`src/rtl/generation_handle_allocator_core_assert.svh`:
```
// assertion macros shared by the allocator rtl
`ifndef GENERATION_HANDLE_ALLOCATOR_CORE_ASSERT_SVH
`define GENERATION_HANDLE_ALLOCATOR_CORE_ASSERT_SVH
`ifndef ASSERT_OFF
// property must hold at every clock outside reset
`define GHA_ASSERT(lbl, clk, rst_n, prop) \
    lbl: assert property (@(posedge clk) disable iff (!rst_n) (prop)) \
        else $error("gha assertion failed");
// condition must never be seen outside reset
`define GHA_NEVER(lbl, clk, rst_n, cond) \
    lbl: assert property (@(posedge clk) disable iff (!rst_n) !(cond)) \
        else $error("gha forbidden condition seen");
`else
`define GHA_ASSERT(lbl, clk, rst_n, prop)
`define GHA_NEVER(lbl, clk, rst_n, cond)
`endif
`endif

```
`src/rtl/gha_pkg.sv`:
```
package gha_pkg;

    // operation codes on the input word
    localparam logic [1:0] FUNC_ALLOC  = 2'd0;
    localparam logic [1:0] FUNC_FREE   = 2'd1;
    localparam logic [1:0] FUNC_LOOKUP = 2'd2;

    // status codes on the result word
    localparam logic [1:0] STATUS_OK          = 2'd0;
    localparam logic [1:0] STATUS_BAD_HANDLE  = 2'd1;
    localparam logic [1:0] STATUS_NO_FREE     = 2'd2;
    localparam logic [1:0] STATUS_DOUBLE_FREE = 2'd3;

    // decoded command flags passed from front to back
    typedef struct packed {
        logic is_alloc;
        logic is_free;
        logic is_lookup;
        logic handle_zero;
        logic check_perm;
    } cmd_ctrl_t;

    // back end sequencer
    typedef enum logic [1:0] {
        ST_IDLE = 2'b01,
        ST_EXEC = 2'b10
    } back_state_t;

endpackage

```
`src/rtl/gha_front.sv`:
```
`include "generation_handle_allocator_core_assert.svh"

module gha_front #(
    parameter int HANDLE_BITS = 32
) (
    input  logic                   aclk,
    input  logic                   aresetn,
    input  logic                   s_valid,
    output logic                   s_ready,
    input  logic [1:0]             s_func,
    input  logic [HANDLE_BITS-1:0] s_handle,
    input  logic [HANDLE_BITS-1:0] s_parent_handle,
    input  logic                   s_check_perm,
    input  logic [HANDLE_BITS-1:0] s_current_handle,
    output logic                   q_valid,
    input  logic                   q_ready,
    output gha_pkg::cmd_ctrl_t     q_ctrl,
    output logic [HANDLE_BITS-1:0] q_handle,
    output logic [HANDLE_BITS-1:0] q_parent,
    output logic [HANDLE_BITS-1:0] q_current
);

    gha_pkg::cmd_ctrl_t     ctrl_mem_reg    [2];
    logic [HANDLE_BITS-1:0] handle_mem_reg  [2];
    logic [HANDLE_BITS-1:0] parent_mem_reg  [2];
    logic [HANDLE_BITS-1:0] current_mem_reg [2];

    logic       wr_ptr_reg, wr_ptr_next;
    logic       rd_ptr_reg, rd_ptr_next;
    logic [1:0] count_reg, count_next;

    gha_pkg::cmd_ctrl_t in_ctrl;
    logic               push;
    logic               pop;

    // classify the incoming word
    always_comb begin
        in_ctrl.is_alloc    = (s_func == gha_pkg::FUNC_ALLOC);
        in_ctrl.is_free     = (s_func == gha_pkg::FUNC_FREE);
        in_ctrl.is_lookup   = (s_func == gha_pkg::FUNC_LOOKUP);
        in_ctrl.handle_zero = (s_handle == '0);
        in_ctrl.check_perm  = s_check_perm;
    end

    assign s_ready = (count_reg != 2'd2);
    assign push    = s_valid && s_ready;
    assign q_valid = (count_reg != 2'd0);
    assign pop     = q_valid && q_ready;

    // two-entry command queue
    always_comb begin
        wr_ptr_next = push ? ~wr_ptr_reg : wr_ptr_reg;
        rd_ptr_next = pop ? ~rd_ptr_reg : rd_ptr_reg;
        count_next  = count_reg;
        if (push && !pop) begin
            count_next = count_reg + 2'd1;
        end else if (pop && !push) begin
            count_next = count_reg - 2'd1;
        end
    end

    always_ff @(posedge aclk) begin
        if (!aresetn) begin
            wr_ptr_reg <= 1'b0;
            rd_ptr_reg <= 1'b0;
            count_reg  <= 2'd0;
        end else begin
            wr_ptr_reg <= wr_ptr_next;
            rd_ptr_reg <= rd_ptr_next;
            count_reg  <= count_next;
        end
    end

    // queue payload
    always_ff @(posedge aclk) begin
        if (push) begin
            ctrl_mem_reg[wr_ptr_reg]    <= in_ctrl;
            handle_mem_reg[wr_ptr_reg]  <= s_handle;
            parent_mem_reg[wr_ptr_reg]  <= s_parent_handle;
            current_mem_reg[wr_ptr_reg] <= s_current_handle;
        end
    end

    assign q_ctrl    = ctrl_mem_reg[rd_ptr_reg];
    assign q_handle  = handle_mem_reg[rd_ptr_reg];
    assign q_parent  = parent_mem_reg[rd_ptr_reg];
    assign q_current = current_mem_reg[rd_ptr_reg];

    `GHA_NEVER(a_queue_overfill, aclk, aresetn, count_reg == 2'd3)
    `GHA_ASSERT(a_queue_ptr_gap, aclk, aresetn, (count_reg == 2'd1) |-> (wr_ptr_reg != rd_ptr_reg))
    `GHA_ASSERT(a_queue_full_block, aclk, aresetn, (count_reg == 2'd2 && !q_ready) |=> (count_reg == 2'd2))

endmodule

```
`config.mk`:
```
export PLATFORM = sky130hd
export DESIGN_NAME = gha_front
export DESIGN_NICKNAME = d
export VERILOG_FILES = /design/src/rtl/gha_pkg.sv /design/src/rtl/gha_front.sv
export VERILOG_INCLUDE_DIRS = /design/src /design/src/rtl
export SDC_FILE = /design/constraint.sdc
export NUM_CORES = 1
export LEC_CHECK = 0
export BUFFER_PORTS_ARGS = -buffer_cell sky130_fd_sc_hd__buf_2
export CELL_PAD_IN_SITES_DETAIL_PLACEMENT = 1
export CELL_PAD_IN_SITES_GLOBAL_PLACEMENT = 2
export CORE_ASPECT_RATIO = 0.6
export CORE_MARGIN = 3
export CORE_UTILIZATION = 41
export CTS_CLUSTER_DIAMETER = 200
export CTS_CLUSTER_SIZE = 8
export DETAILED_ROUTE_END_ITERATION = 10
export PLACE_DENSITY = 0.83
export SLEW_MARGIN = 20
export SYNTH_ARGS = -nofsm -noshare
export SYNTH_HDL_FRONTEND = slang
export SYNTH_SLANG_ARGS = --single-unit
```
`constraint.sdc`:
```
create_clock -name aclk -period 11 [get_ports aclk]
set_clock_uncertainty 0.15 [all_clocks]
set_input_delay 1.65 -clock aclk [delete_from_list [all_inputs] [get_ports aclk]]
set_output_delay 1.65 -clock aclk [all_outputs]
set_load 0.05 [all_outputs]
```
# Word-level counts from Yosys, hierarchy flattened
# Memories as Yosys holds them, arrays and structs flattened. A register that Yosys moved wholly into a read port is not among the register bits.
# Cells that the tools add are included.
dict set report word_totals {
  ff_bits 4
  ramBits 202
  wordCells 36
  mem_count 4
}
# memory words word_bits rd rd_ports_with_merged_regs write_ports line
set memory_table {}
lappend memory_table {current_mem_reg 2 32 1 1 1 gha_front.sv:26} ;# logic [HANDLE_BITS-1:0] current_mem_reg [2];
lappend memory_table {handle_mem_reg 2 32 1 1 1 gha_front.sv:24} ;# logic [HANDLE_BITS-1:0] handle_mem_reg [2];
lappend memory_table {parent_mem_reg 2 32 1 1 1 gha_front.sv:25} ;# logic [HANDLE_BITS-1:0] parent_mem_reg [2];
lappend memory_table {ctrl_mem_reg 2 5 1 1 1 gha_front.sv:23} ;# gha_pkg::cmd_ctrl_t ctrl_mem_reg [2];
dict set report classes {
  n_addsub 2
  n_eq_ne 3
  n_mux 12
  bitwise_logic 2
  reduce_logical 10
}
# op count
set op_table {}
lappend op_table {{32-bit zero test} 1}
lappend op_table {{1-bit two-way mux} 10}
lappend op_table {{1-bit logical AND} 4}
lappend op_table {{2-bit two-way mux} 2}
lappend op_table {{2-bit nonzero test} 2}
lappend op_table {{2-bit by 1-bit adder with 2-bit output (second input constant)} 1}
lappend op_table {{2-bit by 1-bit == test with 1-bit output (second input constant)} 1}
lappend op_table {{2-bit == test (second input constant)} 1}
lappend op_table {{1-bit zero test} 2}
lappend op_table {{2-bit zero test} 1}
lappend op_table {{2-bit inequality test (second input constant)} 1}
lappend op_table {{1-bit NOT} 2}
lappend op_table {{2-bit by 1-bit subtractor with 2-bit output (second input constant)} 1}

# Depth between registers and ports, before layout
# Gate-level depths: netlist of run 1.
dict set report logic_depth {
  ltp_word 6
  depth_mapped 6
  ltp_nobuf 6
}

# Worst setup path after synthesis of run 1
# Ideal clock, no wire load.
dict set report synth_path {
  path_kind {input to register}
  from {input port s_valid}
  to {memory ctrl_mem_reg[1][0] in the netlist's numbering, enable pin}
  arrival_time_ps 4038
  t_required_ps 10378
  slack_ps 6340
  cell_stages 1
  n_path_buf 0
  path_cell_list {and3_1}
}
dict set report synth_via {
  elab_chain_len 3
}
# element line
set synth_rtl {}
lappend synth_rtl {{start: declaration} gha_front.sv:8} ;# input logic s_valid,
lappend synth_rtl {{1-bit logical AND} gha_front.sv:46} ;# assign push = s_valid && s_ready;
lappend synth_rtl {{1-bit two-way mux} gha_front.sv:76} ;# if (push) begin
lappend synth_rtl {{1-bit two-way mux (not written as such)} gha_front.sv:77} ;# ctrl_mem_reg[wr_ptr_reg] <= in_ctrl;
lappend synth_rtl {{end: declaration} gha_front.sv:23}
# No other way between the ends.

==> results.md, run 1 <==
* Dpl hpwl at 11,600 um
* Placeable Area at 17,680 um^2
* Wire per inst at 20.94 um
* Worst slew margin at 33.87%
* Height of the die at 111.8 um
* Synth Area in Simple Gates at 1.932%
* Initial antenna violation count at 3
* DIE WIDTH at 182.3 um
* Mux contribution to synthesized area at 14.88%
* Number of cell rows at 37
* Fin crit share at 40.90%
* Most frequent cells in the layout: 205 x buf_2, 202 x edfxtp_1, 101 x mux2_2, 29 x clkbuf_16, 11 x clkbuf_1
* Hold Worst Slack at 0.4209 ns
* Seq/Total Area, Yosys at 80.68%
* GP Congestion at 0.7436
* Worst min path class: reg2reg
* Clk_lat worst skew at 0.51 ns
* Mapped Cells at 352
* Die footprint at 20,370 um^2
* Worst IR Drop VDD at 0.1658 mV
* Pre-CTS setup slack at 7.033 ns
* Vias at 4,076
* Area Growth Syn to Fin at 26.36%
* Final cell utilization of the core at 54.61%
* Xor and xnor area share after synthesis at 0.3438%
* Total Power at 2.675 mW
* Setup total negative slack at 0 ns
* Startpoint types: register
* Measured slew at the worst slew-check pin at 0.9920 ns
* Port bufs at 205
* Vias per cell at 4.947
* Commonest non-fill, non-tap cell in the layout: buf_2
* Worst setup path category: reg2out
* Syn_area_per_cell at 21.71 um^2
* FMAX at 222.3 MHz
* Pin count of the biggest net entering global routing at 73
* GRT Util Overall at 16.40%
* Main combinational cell family by area after synthesis: multiplexers
* CTS clock-pin slew for the worst setup and hold paths at 0.05 ns
* CTS sink count at 207
* I/O Pins at 206
* CTS root buf: clkbuf_16
* Proportion of layout cells with a drive suffix above 1 at 58.47%
* Max Transition Viols Final at 0
* Post-DRT Antenna Nets at 0
* CP endpoint kind: primary output
* DRC errors left at 0
* Cell variety after synth at 25
* Longest Clk Path Bufs at 3
* CTS Hold Buffers Added at 0
* Initial core utilization at 43.21%
* Seq cells post-synth at 207
* RSZ-0062 raised after global routing: false
* # diodes at 0
* CTS tree: built
* CTS Buf Count at 29
* Critical Path AT at 2.70 ns
* First-pass iteration count of the detailed router at 4
* Fin crit period at 4.499 ns
* Synth Cell Area at 7642 um^2
* Final worst slack at 6.501 ns
* Vias in the first global route at 4,490
* Adder-Cell Fraction of Synth Area at 0.1637%
* Fin. Hold Viols at 0
* Maximum fanout along the worst path at 72
* Total wire length at 17,260 um
* Cts repair resizes at 0
* First-pass GRT wire length at 25,890 um
* Setup bufs post-CTS at 0
* Final setup fails at 0
* Power Density at 277.0 nW/um^2
* Maximum capacitance violations at 0
* Ys Warns at 0
* P_leak at 3.568 nW
* GR Overflow Total at 0
* Req. time, crit path at 9.20 ns
* Synth Area in Compound Gates at 0.4584%
* Syn_nets at 456
* Run status: finished clean
* Post-layout nets at 684
* Detailed router's first-iteration violation count at 268
* CTS H-tree depth at 1
-- area by class of cell --
| cell class | instances | area [um^2] |
|---|---|---|
| clock buffers | 40 | 767.0 |
| clock inverters | 1 | 8.758 |
| fillers | 1649 | 8028 |
| inverters | 1 | 6.256 |
| multi-input cells | 133 | 1364 |
| flip-flops and latches | 207 | 6170 |
| well taps | 234 | 292.8 |
| repair buffers | 208 | 1049 |
-- path summary, 6_finish.rpt --
check / slack [ns] / cells after the start / startpoint / to
worst max-delay path: 6.50 / 3 / register / q_handle[9]
worst max register to register: 8.43 / 3 / count_reg[0] / current_mem_reg[1][31]
worst min-delay path: 0.42 / 2 / count_reg[1] / count_reg[1]
worst min register to register: 0.42 / 2 / count_reg[1] / count_reg[1]
-- kinds of logic (layout without fill, tap and decap cells) --
family / Yosys count / after routing
simple gates: 23 / 23
buf+inv: 12 / 250
xor+xnor: 3 / 3
flops: 207 / 207
compound gates: 5 / 5
fa+ha+maj: 1 / 1
mux: 101 / 101
-- per-layer routing --
layer / global-route usage [%] / vias to the layer above / routed length [um]
li1: - / 1854 / -
met1: 22.46 / 2021 / 7699
met2: 24.99 / 162 / 7609
met3: 6.660 / 33 / 1615
met4: 3.347 / 6 / 291
met5: 0 / - / 39
-- metrics by stage --
step,cell area [um^2],instances
3_5_place_dp,8881,783
2_1_floorplan,7642,352
3_3_place_gp,8881,783
6_report,9657,824
5_1_grt,9657,824
4_1_cts,9657,824
-- critical path, cell delays in order, from the launching register on --
cell	delay (ns)
dfxtp_4	0.61
buf_4	0.79
mux2_2	0.44
buf_2	0.22
-- cell usage after synthesis --
cell type / n / area share, %
nand4_1: 2 / 0.16
o21ai_1: 1 / 0.065
dfxtp_1: 5 / 1.3
buf_4: 1 / 0.098
buf_2: 1 / 0.065
edfxtp_1: 202 / 79
o21ai_0: 1 / 0.065
a21bo_2: 1 / 0.13
a21boi_1: 1 / 0.098
nor2b_1: 2 / 0.16
nand3b_1: 1 / 0.098
mux2_2: 101 / 15
xor2_1: 1 / 0.11
ha_1: 1 / 0.16
a21boi_0: 1 / 0.098
nor4_1: 8 / 0.65
and3_1: 1 / 0.082
buf_6: 9 / 1.3
xnor2_1: 2 / 0.23
nand2b_4: 1 / 0.18
inv_1: 1 / 0.049
and2_1: 4 / 0.33
or2_2: 1 / 0.082
nor2_1: 2 / 0.098
or3_1: 1 / 0.082
-- power by group --
group | total, mW | internal, mW | switching, mW
Clock | 0.773 | 0.473 | 0.300
Combinational | 0.872 | 0.235 | 0.637
Sequential | 1.03 | 0.989 | 0.0409
Total | 2.68 | 1.70 | 0.978
Note: power is estimated with default switching activity, not from simulation.
==> inputs of run 2 (changes only) <==
- CORE_UTILIZATION: 41 -> 34
- PLACE_DENSITY: 0.83 -> 0.74
- clock period: 11 -> 3.9 ns (I/O delays scaled with it)
==> results.md, run 2 (same netlist as run 1, synthesis figures left out) <==
* Run status: finished clean
* Most frequent cells in the layout: 205 x buf_2, 202 x edfxtp_1, 101 x mux2_2, 29 x clkbuf_16, 12 x clkbuf_1
* CTS root buf: clkbuf_16
* Setup total negative slack at 0 ns (unchanged)
* I/O Pins at 206 (unchanged)
* Fin. Hold Viols at 0 (unchanged)
* Worst setup path category: reg2out
* CTS H-tree depth at 1 (unchanged)
* First-pass iteration count of the detailed router at 4 (unchanged)
* Measured slew at the worst slew-check pin at 0.7719 ns (-0.2201 ns)
* Req. time, crit path at 3.16 ns (-6.04 ns)
* Wire per inst at 19.29 um (-7.9%)
* Post-layout nets at 684 (unchanged)
* P_sw at 2.741 mW (+180%)
* Power Density at 773.8 nW/um^2 (+180%)
* CTS Buf Count at 29 (unchanged)
* Global-route track usage on met2 at 20.67% (-4.3 points)
* Maximum fanout along the worst path at 52 (-28%)
* Longest Clk Path Bufs at 3 (unchanged)
* Vias in the first global route at 4,419 (-1.6%)
* CTS Hold Buffers Added at 0 (unchanged)
* Worst hold start: s_current_handle[16]
* Dpl hpwl at 11,130 um (-4.0%)
* Setup bufs post-CTS at 0 (unchanged)
* Die footprint at 24,370 um^2 (+20%)
* Pin count of the biggest net entering global routing at 58 (-21%)
* Number of cell rows at 41 (+11%)
* Clk_lat worst skew at 0.51 ns (about the same)
* Worst IR Drop VDD at 0.4063 mV (+150%)
* Initial antenna violation count at 1 (-2)
* Proportion of layout cells with a drive suffix above 1 at 58.31% (-0.17 points)
* Sw frac at 36.34% (-0.21 points)
* FMAX at 315.0 MHz
* Final setup fails at 0 (unchanged)
* Fin crit share at 81.40%
* Detailed router's first-iteration violation count at 158 (-41%)
* CTS tree: built
* CTS clock-pin slew for the worst setup and hold paths at 0.05 ns (about the same)
* Initial core utilization at 35.47% (-7.7 points)
* Share of power burned in registers at 38.9% (+0.4 points)
* Worst min path class: in2reg
* Most used routing layer: met2
* Critical Path AT at 2.44 ns (-0.26 ns)
* CP endpoint kind: primary output
* DRC errors left at 0 (unchanged)
* GR Overflow Total at 0 (unchanged)
* Placeable Area at 21,550 um^2 (+22%)
* Cell Area, Placed at 8975 um^2 (+1.1%)
* Maximum capacitance violations at 0 (unchanged)
* Worst R2R Start: count_reg[0]
* Number of fill cells at 2,117 (+28%)
* Max Transition Viols Final at 0 (unchanged)
* GRT Util Overall at 13.38% (-3.0 points)
* Area Growth Syn to Fin at 27.52%
* Vias at 4,054 (-0.54%)
* First-pass GRT wire length at 25,100 um (-3.0%)
* Post-route cell area at 9746 um^2 (+0.92%)
* # diodes at 0 (unchanged)
* Post-DRT Antenna Nets at 0 (unchanged)
* P_leak at 3.574 nW (+0.19%)
* RSZ-0062 raised after global routing: false
* GR Util met1 at 18.78% (-3.7 points)
* Clk pwr share at 28.7% (-0.2 points)
* Vias per cell at 4.665 (-5.7%)
* Total wire length at 16,760 um (-2.9%)
* Worst slew margin at 48.54% (+15 points)
* Startpoint types: register
* Cts repair resizes at 0 (unchanged)
* DIE WIDTH at 199.6 um (+9.5%)
* Internal Pwr Total at 4.801 mW (+180%)
* Height of the die at 122.1 um (+9.3%)
* Port bufs at 205 (unchanged)
* CTS sink count at 207 (unchanged)
* Hold Worst Slack at 0.1082 ns (-0.3127 ns)
* Met3 GRT Util at 4.146% (-2.5 points)
* Inst Count DP at 828 (+5.7%)
* GP Congestion at 0.7524 (+1.2%)
* Comb pwr share at 32.4% (-0.2 points)
* Non-Filler Instances at 869 (+5.5%)
* Fin crit period at 3.175 ns
* Commonest non-fill, non-tap cell in the layout: buf_2
==> run 2: cell count changes in the layout (fill, tap and decap cells not counted), sizes merged <==
cell,before,now
clkbuf,40,41
inv,2,1
==> run 2: final timing paths <==
kind                                                to  slack (ns)  cells past startpoint
worst max register to register   current_mem_reg[0][0]        1.68                      4
worst min-delay path            current_mem_reg[1][16]        0.11                      1
worst min register to register            count_reg[1]        0.41                      2
worst max-delay path                      q_handle[22]        0.73                      3
==> run 2: critical path: stages (launching register included) <==
cell     delay (ns)
dfxtp_4        0.80
buf_12         0.34
mux2_2         0.42
buf_2          0.22
==> run 2: per-stage QoR <==
stage / power, mW / setup WS [ns] / utilization, %
floorplan: 4.909 / 0.2083 / -
global placement: 5.400 / 1.299 / 41.66
detailed placement: 5.456 / 1.256 / 41.66
CTS: 7.657 / 0.6976 / 45.23
global route: 7.870 / 0.6066 / 45.23
finish: 7.542 / 0.7253 / 45.23
==> run 2: final cells by class <==
type	instances	area, um^2	share of cell area (%)
repair buffers	208	1086	11.14
well taps	279	349.1	3.582
inverters	1	6.256	0.06419
multi-input cells	133	1364	13.99
flip-flops and latches	207	6170	63.31
clock buffers	41	770.7	7.909
==> run 2: power by group through the flow <==
stage	combinational [mW]	sequential, mW	clock (mW)
6_report	2.44	2.93	2.16
2_1_floorplan	2.01	2.90	0
4_1_cts	2.48	2.94	2.23
5_1_grt	2.57	2.97	2.33
3_3_place_gp	2.44	2.96	0
3_5_place_dp	2.47	2.98	0
==> run 2: routing by layer <==
layer  share of wire [%]  up-vias
met1                  46     2014
li1                    -     1862
met3                 8.0       28
met4                 1.6        2
met5                0.11        -
met2                  45      148
